[src/rtl/core/preemptive_priority_scheduler_defines.svh]
// Assertion macros used by the scheduler back end.
`ifndef PREEMPTIVE_PRIORITY_SCHEDULER_DEFINES_SVH
`define PREEMPTIVE_PRIORITY_SCHEDULER_DEFINES_SVH

// Same-cycle implication, sampled on clk and disabled while arst_n is low.
`define PPS_ASSERT_IMP(lbl, ante, cons, msg) \
	lbl: assert property (@(posedge clk) disable iff (!arst_n) (ante) |-> (cons)) \
		else $error(msg);

// Next-cycle implication, sampled on clk and disabled while arst_n is low.
`define PPS_ASSERT_NXT(lbl, ante, cons, msg) \
	lbl: assert property (@(posedge clk) disable iff (!arst_n) (ante) |=> (cons)) \
		else $error(msg);

`endif

[src/rtl/core/ppsch_pkg.sv]
// Shared types and constants of the preemptive priority scheduler.
package ppsch_pkg;

	// Table size default and field widths.
	localparam int MAX_TASKS_DEF = 16;
	localparam int SLOT_W        = 4;
	localparam int TIME_W        = 16;
	localparam int PRIO_W        = 8;
	localparam int CLOCK_W       = 20;
	localparam logic [CLOCK_W-1:0] CLOCK_MAX = {CLOCK_W{1'b1}};

	// Depth of the queue between front and back.
	localparam int QUEUE_DEPTH = 2;
	localparam int QPTR_W      = (QUEUE_DEPTH > 1) ? $clog2(QUEUE_DEPTH) : 1;
	localparam int QCNT_W      = $clog2(QUEUE_DEPTH + 1);

	typedef enum logic {
		ITEM_LOAD = 1'b0,
		ITEM_TICK = 1'b1
	} item_kind_t;

	// One classified beat as it travels through the queue.
	typedef struct packed {
		item_kind_t        kind;
		logic [SLOT_W-1:0] slot;
		logic [TIME_W-1:0] arrival;
		logic [TIME_W-1:0] burst;
		logic [PRIO_W-1:0] prio;
	} item_t;

	// Queue status seen by both sides.
	typedef struct packed {
		logic empty;
		logic full;
	} fifo_status_t;

	// One task table entry.
	typedef struct packed {
		logic [TIME_W-1:0] arrival;
		logic [TIME_W-1:0] burst;
		logic [TIME_W-1:0] remaining;
		logic [PRIO_W-1:0] prio;
	} slot_entry_t;

	typedef enum logic [2:0] {
		BK_IDLE,
		BK_SCAN,
		BK_DRAIN,
		BK_COMMIT,
		BK_REPORT
	} back_state_t;

endpackage

[src/rtl/core/ppsch_front.sv]
// Front end: accepts command beats, drops out-of-table loads, feeds the queue.
module ppsch_front import ppsch_pkg::*; #(
	parameter int MAX_TASKS = MAX_TASKS_DEF
) (
	input  logic              clk,
	input  logic              arst_n,
	input  logic              start,
	output logic              busy,
	input  logic              action,
	input  logic [SLOT_W-1:0] slot,
	input  logic [TIME_W-1:0] arrival_time,
	input  logic [TIME_W-1:0] burst_length,
	input  logic [PRIO_W-1:0] task_priority,
	input  fifo_status_t      q_stat,
	output logic              push,
	output item_t             push_item
);

	logic  item_v_q;
	item_t item_q;
	logic  accept;
	logic  keep;

	// The held beat stalls only while the queue is full.
	assign push      = item_v_q && !q_stat.full;
	assign busy      = item_v_q && q_stat.full;
	assign accept    = start && !busy;
	assign keep      = action || (32'(slot) < 32'(MAX_TASKS));
	assign push_item = item_q;

	// Occupancy of the front register.
	always_ff @(posedge clk or negedge arst_n) begin
		if (!arst_n) begin
			item_v_q <= 1'b0;
		end else if (accept) begin
			item_v_q <= keep;
		end else if (push) begin
			item_v_q <= 1'b0;
		end
	end

	// Classified payload.
	always_ff @(posedge clk) begin
		if (accept) begin
			item_q.kind    <= action ? ITEM_TICK : ITEM_LOAD;
			item_q.slot    <= slot;
			item_q.arrival <= arrival_time;
			item_q.burst   <= burst_length;
			item_q.prio    <= task_priority;
		end
	end

endmodule

[src/rtl/core/ppsch_fifo.sv]
// Short queue of classified beats between the front and back ends.
module ppsch_fifo import ppsch_pkg::*; (
	input  logic         clk,
	input  logic         arst_n,
	input  logic         push,
	input  item_t        push_item,
	input  logic         pop,
	output item_t        head,
	output fifo_status_t q_stat
);

	item_t             q_mem [QUEUE_DEPTH];
	logic [QPTR_W-1:0] wr_ptr_q;
	logic [QPTR_W-1:0] rd_ptr_q;
	logic [QCNT_W-1:0] count_q;

	assign q_stat.empty = (count_q == '0);
	assign q_stat.full  = (count_q == QCNT_W'(QUEUE_DEPTH));
	assign head         = q_mem[rd_ptr_q];

	// Pointers and fill count.
	always_ff @(posedge clk or negedge arst_n) begin
		if (!arst_n) begin
			wr_ptr_q <= '0;
			rd_ptr_q <= '0;
			count_q  <= '0;
		end else begin
			if (push) begin
				wr_ptr_q <= (wr_ptr_q == QPTR_W'(QUEUE_DEPTH - 1)) ? '0 : wr_ptr_q + 1'b1;
			end
			if (pop) begin
				rd_ptr_q <= (rd_ptr_q == QPTR_W'(QUEUE_DEPTH - 1)) ? '0 : rd_ptr_q + 1'b1;
			end
			if (push && !pop) begin
				count_q <= count_q + 1'b1;
			end else if (pop && !push) begin
				count_q <= count_q - 1'b1;
			end
		end
	end

	// Entry storage.
	always_ff @(posedge clk) begin
		if (push) begin
			q_mem[wr_ptr_q] <= push_item;
		end
	end

endmodule

[src/rtl/core/ppsch_back.sv]
// Back end: writes the task table and runs each tick as a serial scan.
`include "preemptive_priority_scheduler_defines.svh"
module ppsch_back import ppsch_pkg::*; #(
	parameter int MAX_TASKS = MAX_TASKS_DEF
) (
	input  logic               clk,
	input  logic               arst_n,
	input  item_t              head,
	input  fifo_status_t       q_stat,
	output logic               pop,
	output logic               done,
	output logic               ran,
	output logic [SLOT_W-1:0]  ran_slot,
	output logic               finished,
	output logic [CLOCK_W-1:0] finish_time,
	output logic [CLOCK_W-1:0] turnaround,
	output logic [CLOCK_W-1:0] waiting
);

	localparam int IDX_W = (MAX_TASKS > 1) ? $clog2(MAX_TASKS) : 1;
	localparam int SW    = (IDX_W > SLOT_W) ? IDX_W : SLOT_W;
	localparam logic [IDX_W-1:0] LAST_IDX = IDX_W'(MAX_TASKS - 1);

	back_state_t state_q, state_d;

	// Task table: valid bits in flops, entries in a memory.
	logic [MAX_TASKS-1:0] valid_q;
	slot_entry_t          tbl [MAX_TASKS];

	logic [IDX_W-1:0]   idx_q;
	slot_entry_t        rd_s1;
	logic               rd_valid_s1;
	logic               cmp_v_s1;
	logic [IDX_W-1:0]   cmp_idx_s1;
	logic               best_found_q;
	logic [IDX_W-1:0]   best_idx_q;
	slot_entry_t        best_q;
	logic [CLOCK_W-1:0] clock_q;
	logic               cm_ran_q;
	logic               cm_fin_q;
	logic [CLOCK_W-1:0] cm_tat_q;

	logic               done_q;
	logic               ran_q;
	logic [SLOT_W-1:0]  ran_slot_q;
	logic               finished_q;
	logic [CLOCK_W-1:0] finish_time_q;
	logic [CLOCK_W-1:0] turnaround_q;
	logic [CLOCK_W-1:0] waiting_q;

	logic               tbl_we;
	logic [IDX_W-1:0]   tbl_waddr;
	slot_entry_t        tbl_wdata;
	logic               set_valid;
	logic [SW-1:0]      slot_ext;
	logic [IDX_W-1:0]   load_idx;
	logic [SW-1:0]      best_ext;
	logic               eligible;
	logic [CLOCK_W-1:0] clock_next;
	logic [CLOCK_W-1:0] arr_ext;
	logic [CLOCK_W-1:0] tat;
	logic [TIME_W-1:0]  rem_dec;
	logic [CLOCK_W-1:0] burst_ext;

	assign slot_ext = SW'(head.slot);
	assign load_idx = slot_ext[IDX_W-1:0];
	assign best_ext = SW'(best_idx_q);

	// Candidate test on the entry that was read last cycle.
	assign eligible = cmp_v_s1 && rd_valid_s1
		&& (CLOCK_W'(rd_s1.arrival) <= clock_q)
		&& (rd_s1.remaining != '0)
		&& (!best_found_q || (rd_s1.prio < best_q.prio));

	// Commit arithmetic: the clock saturates at its maximum.
	assign clock_next = (clock_q == CLOCK_MAX) ? clock_q : clock_q + 1'b1;
	assign arr_ext    = CLOCK_W'(best_q.arrival);
	assign tat        = (clock_next >= arr_ext) ? clock_next - arr_ext : '0;
	assign rem_dec    = best_q.remaining - 1'b1;
	assign burst_ext  = CLOCK_W'(best_q.burst);

	// State register.
	always_ff @(posedge clk or negedge arst_n) begin
		if (!arst_n) begin
			state_q <= BK_IDLE;
		end else begin
			state_q <= state_d;
		end
	end

	// Next state, queue pop and table write port.
	always_comb begin
		state_d   = state_q;
		pop       = 1'b0;
		tbl_we    = 1'b0;
		tbl_waddr = load_idx;
		tbl_wdata = '{arrival: head.arrival, burst: head.burst,
			remaining: head.burst, prio: head.prio};
		set_valid = 1'b0;
		unique case (state_q)
			BK_IDLE: begin
				if (!q_stat.empty) begin
					pop = 1'b1;
					if (head.kind == ITEM_TICK) begin
						state_d = BK_SCAN;
					end else begin
						tbl_we    = 1'b1;
						set_valid = 1'b1;
					end
				end
			end
			BK_SCAN: begin
				if (idx_q == LAST_IDX) begin
					state_d = BK_DRAIN;
				end
			end
			BK_DRAIN: begin
				state_d = BK_COMMIT;
			end
			BK_COMMIT: begin
				tbl_we    = best_found_q;
				tbl_waddr = best_idx_q;
				tbl_wdata = '{arrival: best_q.arrival, burst: best_q.burst,
					remaining: rem_dec, prio: best_q.prio};
				state_d   = BK_REPORT;
			end
			BK_REPORT: begin
				state_d = BK_IDLE;
			end
			default: begin
				state_d = BK_IDLE;
			end
		endcase
	end

	// Table memory with a registered read port at the scan index.
	always_ff @(posedge clk) begin
		if (tbl_we) begin
			tbl[tbl_waddr] <= tbl_wdata;
		end
		rd_s1       <= tbl[idx_q];
		rd_valid_s1 <= valid_q[idx_q];
		cmp_idx_s1  <= idx_q;
	end

	// Control: valid bits, scan progress, clock and result strobe.
	always_ff @(posedge clk or negedge arst_n) begin
		if (!arst_n) begin
			valid_q      <= '0;
			idx_q        <= '0;
			cmp_v_s1     <= 1'b0;
			best_found_q <= 1'b0;
			clock_q      <= '0;
			done_q       <= 1'b0;
		end else begin
			done_q   <= (state_q == BK_REPORT);
			cmp_v_s1 <= (state_q == BK_SCAN);
			if (set_valid) begin
				valid_q[load_idx] <= 1'b1;
			end
			if (state_q == BK_IDLE) begin
				idx_q        <= '0;
				best_found_q <= 1'b0;
			end else if (state_q == BK_SCAN && idx_q != LAST_IDX) begin
				idx_q <= idx_q + 1'b1;
			end
			if (eligible) begin
				best_found_q <= 1'b1;
			end
			if (state_q == BK_COMMIT) begin
				clock_q <= clock_next;
			end
		end
	end

	// Best candidate and per-tick result payload.
	always_ff @(posedge clk) begin
		if (eligible) begin
			best_idx_q <= cmp_idx_s1;
			best_q     <= rd_s1;
		end
		if (state_q == BK_COMMIT) begin
			cm_ran_q <= best_found_q;
			cm_fin_q <= best_found_q && (rem_dec == '0);
			cm_tat_q <= tat;
		end
		if (state_q == BK_REPORT) begin
			ran_q         <= cm_ran_q;
			ran_slot_q    <= cm_ran_q ? best_ext[SLOT_W-1:0] : '0;
			finished_q    <= cm_fin_q;
			finish_time_q <= cm_fin_q ? clock_q : '0;
			turnaround_q  <= cm_fin_q ? cm_tat_q : '0;
			waiting_q     <= (cm_fin_q && cm_tat_q >= burst_ext) ? cm_tat_q - burst_ext : '0;
		end
	end

	assign done        = done_q;
	assign ran         = ran_q;
	assign ran_slot    = ran_slot_q;
	assign finished    = finished_q;
	assign finish_time = finish_time_q;
	assign turnaround  = turnaround_q;
	assign waiting     = waiting_q;

	// Checks on the queue pop, the scan sequencer and the result strobe.
	`PPS_ASSERT_IMP(a_pop_has_data, pop, !q_stat.empty, "pop from an empty queue")
	`PPS_ASSERT_IMP(a_drain_has_data, state_q == BK_DRAIN, cmp_v_s1, "last entry not compared")
	`PPS_ASSERT_NXT(a_report_strobes, state_q == BK_REPORT, done_q, "result not strobed")
	`PPS_ASSERT_NXT(a_strobe_single, done_q, !done_q, "result strobe longer than a cycle")
	`PPS_ASSERT_IMP(a_finish_needs_run, done_q && finished_q, ran_q, "finish without a run")

endmodule

[src/rtl/core/preemptive_priority_scheduler.sv]
// Top level of the preemptive priority scheduler.
// A beat is taken when start is high and busy is low. A load beat (action 0)
// writes one task slot and gives no result; a load to a slot at or beyond
// MAX_TASKS is dropped. A tick beat (action 1) gives exactly one result, shown
// for one cycle with done high; the receiver cannot stall it. The table memory
// has one read port, so the back end's scan reads one slot per cycle, then
// finishes the compare, commits the winner and registers the result. A load is
// written in the back end's idle state, without a scan. A two-beat queue sits
// between the front and back ends, so busy rises only when the queue and the
// front register are both full. After reset the table is empty and the clock
// is zero.
module preemptive_priority_scheduler import ppsch_pkg::*; #(
	parameter int MAX_TASKS = MAX_TASKS_DEF
) (
	input  logic               clk,
	input  logic               arst_n,
	input  logic               start,
	output logic               busy,
	input  logic               action,
	input  logic [SLOT_W-1:0]  slot,
	input  logic [TIME_W-1:0]  arrival_time,
	input  logic [TIME_W-1:0]  burst_length,
	input  logic [PRIO_W-1:0]  task_priority,
	output logic               done,
	output logic               ran,
	output logic [SLOT_W-1:0]  ran_slot,
	output logic               finished,
	output logic [CLOCK_W-1:0] finish_time,
	output logic [CLOCK_W-1:0] turnaround,
	output logic [CLOCK_W-1:0] waiting
);

	fifo_status_t q_stat;
	logic         push;
	item_t        push_item;
	logic         pop;
	item_t        head;

	// Command intake and classification.
	ppsch_front #(
		.MAX_TASKS(MAX_TASKS)
	) u_front (
		.clk          (clk),
		.arst_n       (arst_n),
		.start        (start),
		.busy         (busy),
		.action       (action),
		.slot         (slot),
		.arrival_time (arrival_time),
		.burst_length (burst_length),
		.task_priority(task_priority),
		.q_stat       (q_stat),
		.push         (push),
		.push_item    (push_item)
	);

	// Decoupling queue.
	ppsch_fifo u_fifo (
		.clk      (clk),
		.arst_n   (arst_n),
		.push     (push),
		.push_item(push_item),
		.pop      (pop),
		.head     (head),
		.q_stat   (q_stat)
	);

	// Table, scan and result generation.
	ppsch_back #(
		.MAX_TASKS(MAX_TASKS)
	) u_back (
		.clk        (clk),
		.arst_n     (arst_n),
		.head       (head),
		.q_stat     (q_stat),
		.pop        (pop),
		.done       (done),
		.ran        (ran),
		.ran_slot   (ran_slot),
		.finished   (finished),
		.finish_time(finish_time),
		.turnaround (turnaround),
		.waiting    (waiting)
	);

endmodule

[config.mk]
export PLATFORM = sky130hd
export DESIGN_NAME = preemptive_priority_scheduler
export DESIGN_NICKNAME = d
export VERILOG_FILES = /design/src/rtl/core/ppsch_pkg.sv /design/src/rtl/core/ppsch_front.sv /design/src/rtl/core/ppsch_fifo.sv /design/src/rtl/core/ppsch_back.sv /design/src/rtl/core/preemptive_priority_scheduler.sv
export VERILOG_INCLUDE_DIRS = /design/src /design/src/rtl/core
export SDC_FILE = /design/constraint.sdc
export NUM_CORES = 1
export LEC_CHECK = 0
export BUFFER_PORTS_ARGS = -buffer_cell sky130_fd_sc_hd__buf_2
export CORE_MARGIN = 2
export CORE_UTILIZATION = 55
export CTS_BUF_LIST = sky130_fd_sc_hd__clkbuf_16
export CTS_CLUSTER_DIAMETER = 150
export DETAILED_ROUTE_END_ITERATION = 6
export PLACE_DENSITY = 0.7
export SYNTH_ARGS = -nofsm -noshare
export SYNTH_HDL_FRONTEND = slang
export SYNTH_SLANG_ARGS = --single-unit
[constraint.sdc]
create_clock -name clk -period 14.3 [get_ports clk]
set_clock_uncertainty 0.2 [all_clocks]
set_input_delay 0.715 -clock clk [delete_from_list [all_inputs] [get_ports clk]]
set_output_delay 0.715 -clock clk [all_outputs]
set_load 0.01 [all_outputs]
==> results.tsv, run 1 <==
stage	metric	value	unit
route	routedWlPerCell	27.4	um
sta	holdWs	0.200	ns
global_routing	antenna_found_initial	1	
clock_network	cts_tree	yes	
route	drc	0	
sta	tns	0	ns
sta	grt_setup_unrepaired	false	
global_routing	grt.total_usage	24.3	%
floorplanning	die_x	306	um
yosys	synth_top_flop_cell	edfxtp_1	
sta	period_share	35.2	%
place	dpl.hpwl	63400	um
worst_setup_path	critPathLaunchType	flip-flop	
route	first_iter_violations	2922	
finish	final_cell_mix	1179 x edfxtp_1, 285 x mux4_2, 137 x clkbuf_16, 117 x nor2_1, 115 x buf_2	
sta	slew_headroom	16.9	%
floorplanning	row_count	110	
yosys	synth.avg_cell_area	19.7	um^2
floorplanning	core-area	90300	um^2
worst_setup_path	crit_path_end_kind	flip-flop	
yosys	syn-instance-count	2554	
worst_setup_path	critPathSlowestCell	nor3b_4	
worst_setup_path	worstPathArrival	5.27	ns
worst_setup_path	path_delay_family	simple AND/OR/NAND/NOR gates	
yosys	yosysTopAreaCellShare	70.5	%
worst_setup_path	critPathMaxStageDelay	0.60	ns
floorplanning	io-pin-count	116	
finish	mostFrequentLayoutCell	edfxtp_1	
route	vias	25200	
yosys	synth_edf_count	1179	
pwr	power_switching_share	29.3	%
route	dr.pass1.iters	7	
worst_setup_path	crit_fanout	18	
pwr	p_int	0.00832	W
pwr	p_leak	19.1	nW
global_routing	grt_pass1_wl	166000	um
clock_network	cts_max_level	4	
yosys	synth_area	50200	um^2
pwr	combinationalPowerShare	24.1	%
global_routing	grt_pass1_vias	25200	
yosys	ys_seq_elements	1291	
route	top_layer	met4	
clock_network	clk_pin_slew	0.06	ns
floorplanning	start_util	55.6	%
sta	fmax	0.199	GHz
yosys	synth-async-reset-ratio	3.95	%
finish	fillers	6037	
global_routing	grt-ovfl-total	0	
yosys	syn-num-nets	2664	
route	ant_nets	0	
clock_network	numCtsBuffers	131	
sta	worst_pin_slew	1.25	ns
status	status	complete, no violations	
sta	finalHoldViolations	0	
finish	fin_nets	2919	
floorplanning	dieHeight	306	um
route	viasPerCell	6.17	
floorplanning	die_area	93800	um^2
route	wl_met2	53100	um
sta	min_period	5.03	ns
yosys	yosys_warnings	0	
clock_network	clock-sinks	1291	
clock_network	cts_setup_buffers	0	
yosys	synth_seq_area_share	75.5	%
clock_network	clk_latency	0.74	ns
pwr	clock_power_share	28.3	%
worst_setup_path	crit_buf_inv	1	
worst_setup_path	worstSetupPathType	reg2reg	
worst_hold_path	hp-class	reg2reg	
route	met1_length	47400	um
place	gp_congestion	0.936	
sta	drv_slew	0	
clock_network	cts_root_buf	clkbuf_16	
worst_setup_path	crit_chain	ha_1 > nand2_1 > nor2_1 > nand3_1 > xnor2_1 > ha_1 > inv_1 > fa_1 > a21o_1 > a221o_1 > a21oi_1 > and3_1 > o31ai_1 > nor3b_4 > nor3_1	
sta	setup_viol	0	
pwr	sequentialPowerShare	47.6	%
global_routing	grt_max_degree	141	
pwr	p_per_area	205	nW/um^2
pwr	peakVddDrop	0.140	mV
route	wl	112000	um
worst_setup_path	critical_path_required	14.53	ns
place	port_buffers	115	
yosys	yosysUniqueCellTypes	60	
finish	drive_gt1_share	23.5	%
route	wl_met3	8890	um
yosys	yosys-top-cells-area	edfxtp_1 70%, mux4_2 13%, dfrtp_1 2.5%, dfxtp_1 2.4%, ha_1 1.5%	
finish	n_antenna_cell	0	
clock_network	cts_buffer_depth	3	
finish	areaGrowthSynthToFinish	14.0	%
flow_run	drv_cap	0	
yosys	synth_top_cell_by_area	edfxtp_1	
pwr	power_switching	0.00345	W
worst_setup_path	path_common_cell	ha_1	
[path summary, 6_finish.rpt]
check / from / endpoint / slack [ns] / cells after the start
setup reg to reg: u_back.clock_q[0] / u_back.cm_tat_q[5] / 9.27 / 15
max in group asynchronous: arst_n / u_back.idx_q[3] / 12.84 / 3
hold reg to reg: u_back.cmp_idx_s1[2] / u_back.best_ext[2] / 0.20 / 0
min in group asynchronous: arst_n / u_back.clock_q[16] / 0.48 / 3
setup / recovery: u_back.clock_q[0] / u_back.cm_tat_q[5] / 9.27 / 15
hold / removal: u_back.cmp_idx_s1[2] / u_back.best_ext[2] / 0.20 / 0
[layer usage]
metal	vias up	GRT usage [%]
li1	10700	-
met1	13200	36.0
met2	1136	37.9
met3	189	4.13
met4	0	7.24
met5	-	0
[cell families after synthesis]
kind of cell	synth area share (%)
adders and majority gates	1.57
xor gates and xnor gates	1.31
AOI/OAI and AO/OA	2.64
buffers and inverters	1.34
and+or+nand+nor	3.85
muxes	13.8
DFF	75.5
[Yosys cell counts (all sizes together), types with 10 or more instances]
cell / count
a21o: 29
a21oi: 78
and2: 52
and3: 10
buf: 24
clkbuf: 78
dfrtp: 51
dfxtp: 61
edfxtp: 1179
ha: 60
inv: 74
mux2i: 50
mux4: 285
nand2: 83
nand2b: 17
nand3: 22
nand4: 18
nor2: 134
nor3: 16
nor4: 11
o21ai: 60
xnor2: 51
xor2: 24
[per-stage QoR]
stage	instance area, um^2	total power, W	utilization [%]	cells	setup WS [ns]
final	57300	0.0118	63.4	4092	9.27
after CTS	57300	0.0118	63.4	4092	9.34
after floorplan	50200	0.00747	-	2554	7.39
after global placement	52500	0.00836	58.2	3805	9.56
after detailed placement	52500	0.00849	58.2	3805	9.38
after global routing	57300	0.0122	63.4	4092	8.91
[power groups by stage]
| stage | logic, W | clock network [W] | registers [W] |
|---|---|---|---|
| global placement | 0.00272 | 0 | 0.00564 |
| global route | 0.00307 | 0.00353 | 0.00564 |
| CTS | 0.00285 | 0.00339 | 0.00560 |
| finish | 0.00283 | 0.00333 | 0.00560 |
| floorplan | 0.00198 | 0 | 0.00549 |
| detailed placement | 0.00282 | 0 | 0.00567 |
[flip-flops by register name, summed over array words and instances, names as in the netlist, 40 cells and up]
register and count:
u_back.best_q 40, u_back.rd_s1 56, u_back.tbl 896, u_fifo.q_mem 90, u_front.push_item 45
[cell type report]
cell class,instances,area (um^2),area share (%)
sequential,1291,37900,66.2
clock inverter,103,811,1.42
inverter,74,279,0.487
timing repair buffer,224,1540,2.68
tap,1176,1470,2.57
multi-input combinational,1087,11800,20.6
clock buffer,137,3430,5.99
[worst reg2reg max path: cells and delay by family (launching register included)]
kind / cells / cell delay [ns]
DFF: 1 / 0.47
AOI/OAI and AO/OA: 4 / 0.93
and+or+nand+nor: 6 / 1.85
adders and majority gates: 3 / 0.93
xor gates and xnor gates: 1 / 0.31
buffers and inverters: 1 / 0.06
[repair_timing]
action	CTS	global route
endpoints found under the hold margin	97	0
hold buffers	47	0
resized for setup	0	0
No activity file was read; power rests on OpenSTA's default activity.
==> inputs of run 2 (changes only) <==
==> constraint.sdc (replaced) <==
create_clock -name clk -period 5.3 [get_ports clk]
set_clock_uncertainty 0.2 [all_clocks]
set_input_delay 0.265 -clock clk [delete_from_list [all_inputs] [get_ports clk]]
set_output_delay 0.265 -clock clk [all_outputs]
set_load 0.01 [all_outputs]
==> run 2 against run 1 <==
- the run now ends with DRC left
- combinational power grew to 2.7 times the previous value
- critical path depth did not move
- critical path type unchanged
- highest routed layer unchanged
- die area is the same
- non-clock buffer count increased by 18
- sequential share of layout area decreased by 0.15 points
- worst setup slack got worse by 8.9 ns
- largest power group unchanged
==> results.tsv, run 2 (same netlist as run 1, synthesis figures left out) <==
stage	metric	value	unit	change
status	status	complete, but fails checks		
status	failed_checks	DRC		
place	dpl.hpwl	64900	um	+2.3%
worst_setup_path	crit_fanout	18		unchanged
clock_network	cts_max_level	4		unchanged
worst_setup_path	reg2reg_slack	0.41	ns	-8.85 ns
sta	grt_setup_unrepaired	false		
finish	largest_register_ffs	896		unchanged
pwr	p_leak	19.2	nW	+0.29%
global_routing	antenna_found_initial	1		unchanged
sta	slew_headroom	19.1	%	+2.1 points
worst_hold_path	worstHoldPathCells	2		+2
route	wl	114000	um	+1.8%
finish	fin_util	63.6	%	+0.15 points
sta	finalHoldViolations	0		unchanged
global_routing	grt_max_degree	89		-37%
pwr	p_per_area	552	nW/um^2	+170%
finish	n_antenna_cell	0		unchanged
global_routing	grt_pass1_wl	169000	um	+1.7%
worst_setup_path	worstPathArrival	5.12	ns	-0.15 ns
global_routing	grt-ovfl-total	0		unchanged
worst_hold_path	holdPathEnd	u_front.push_item[12]		
sta	period_share	92.2	%	+57 points
global_routing	grt_pass1_vias	25700		+1.9%
floorplanning	row_count	110		unchanged
floorplanning	die_area	93800	um^2	unchanged
worst_hold_path	hp-class	in2reg		
clock_network	clock-sinks	1291		unchanged
floorplanning	dieHeight	306	um	unchanged
sta	worst_pin_slew	1.18	ns	-0.0659 ns
worst_setup_path	rr_startpoint	u_back.clock_q[0]		
worst_hold_path	min_from	burst_length[4]		
clock_network	cts_tree	yes		
finish	final_cells	4111		+0.46%
place	gp_congestion	0.889		-5.0%
sta	setup_slack	0.413	ns	-8.85 ns
finish	top_register	u_back.tbl		
clock_network	post_cts_resized	0		unchanged
worst_setup_path	crit_path_end_kind	flip-flop		
clock_network	numCtsBuffers	131		unchanged
pwr	peakVddDrop	0.335	mV	+140%
route	routedWlPerCell	27.8	um	+1.3%
route	drc	8		+8
route	ant_nets	0		unchanged
sta	fmax	0.205	GHz	+3.0%
floorplanning	core-area	90300	um^2	unchanged
finish	final_cell_mix	1179 x edfxtp_1, 285 x mux4_2, 137 x clkbuf_16, 117 x nor2_1, 115 x buf_2		
worst_setup_path	reg2regPathDepth	15		unchanged
worst_setup_path	critical_path_required	5.53	ns	-9.00 ns
sta	min_period	4.89	ns	-0.145 ns
route	dr.pass1.iters	7		unchanged
finish	areaGrowthSynthToFinish	14.3	%	
flow_run	drv_cap	0		unchanged
floorplanning	die_x	306	um	unchanged
finish	mostFrequentLayoutCell	edfxtp_1		
clock_network	cts_buffer_depth	3		unchanged
clock_network	clk_latency	0.73	ns	about the same
global_routing	grt.total_usage	24.8	%	+0.49 points
clock_network	cts_root_buf	clkbuf_16		
place	dpl.cell_count	3820		+0.39%
finish	layout_top_registers	u_back.tbl (896), u_fifo.q_mem (90), u_back.rd_s1 (56)		
finish	fin_nets	2937		+0.62%
floorplanning	start_util	55.6	%	unchanged
finish	drive_gt1_share	23.5	%	-0.050 points
clock_network	clk_pin_slew	0.06	ns	about the same
sta	tns	0	ns	unchanged
worst_setup_path	worstSetupPathType	reg2reg		
finish	fillers	6026		-0.18%
place	dp_slack	0.512	ns	-8.87 ns
floorplanning	io-pin-count	116		unchanged
route	viasPerCell	6.15		-0.27%
worst_setup_path	worstReg2RegEnd	u_back.cm_tat_q[11]		
route	vias	25300		+0.19%
route	first_iter_violations	2869		-1.8%
place	port_buffers	115		unchanged
sta	setup_viol	0		unchanged
sta	drv_slew	0		unchanged
worst_setup_path	critPathLaunchType	flip-flop		
## run 2: cell count changes in the layout (fill, tap and decap cells not counted), sizes merged
cell and delta:
dlygate4sd3 +3, clkinv +9, inv -6, clkinvlp +1, buf +15, bufinv -3
## run 2: worst max-delay path by stage
stage	from	end	cells past startpoint
detailed placement	u_back.clock_q[0]	u_back.cm_tat_q[11]	15
floorplan	u_back.clock_q[2]	u_back.arr_ext[0]	9
CTS	u_back.clock_q[0]	u_back.cm_tat_q[11]	15
global placement	u_back.clock_q[0]	u_back.cm_tat_q[11]	15
finish	u_back.clock_q[0]	u_back.cm_tat_q[11]	15
global route	u_back.clock_q[0]	u_back.cm_tat_q[11]	15
## run 2: what timing repair did
action / in CTS / in global routing
hold buffers: 50 / 0
hold endpoints to repair: 97 / 0
buffers inserted: 0 / 0
## run 2: metal layers
metal	track usage, %	up-vias	share of wire, %
met5	0	-	0
met4	7.11	0	2.2
met3	4.59	173	7.5
met2	40.1	1068	49
met1	35.1	13300	41
li1	-	10800	-
## run 2: per-stage QoR
step | total power [W] | hold WS [ns] | area, um^2
2_1_floorplan | 0.0201 | -0.231 | 50200
3_3_place_gp | 0.0226 | 0.187 | 52700
3_5_place_dp | 0.0230 | 0.190 | 52700
4_1_cts | 0.0318 | 0.000279 | 57400
5_1_grt | 0.0329 | 0.0275 | 57400
6_report | 0.0317 | 0.0412 | 57400
## run 2: area by class of cell
class | instances | area [um^2] | area share (%)
clock buffer | 137 | 3430 | 5.97
sequential | 1291 | 37900 | 66.1
multi-input combinational | 1087 | 11800 | 20.6
clock inverter | 104 | 737 | 1.28
inverter | 74 | 279 | 0.486
tap | 1176 | 1470 | 2.56
timing repair buffer | 242 | 1740 | 3.03
## run 2: report_power, final
part | internal, W | switching [W]
clock | 0.00507 | 0.00376
sequential | 0.0142 | 0.000891
combinational | 0.00305 | 0.00468
total | 0.0223 | 0.00933
## run 2: worst max-delay path: stages (launching register included)
cell and delay [ns]:
dfrtp_1 0.49, ha_1 0.30, nand2_1 0.13, nor2_1 0.35
nand3_1 0.22, buf_4 0.23, nand2_1 0.07, o21ai_0 0.20
fa_1 0.47, a21o_1 0.23, a221o_1 0.33, a21oi_1 0.25
and3_1 0.22, o31ai_1 0.15, nor3b_4 0.61, nor3_1 0.15
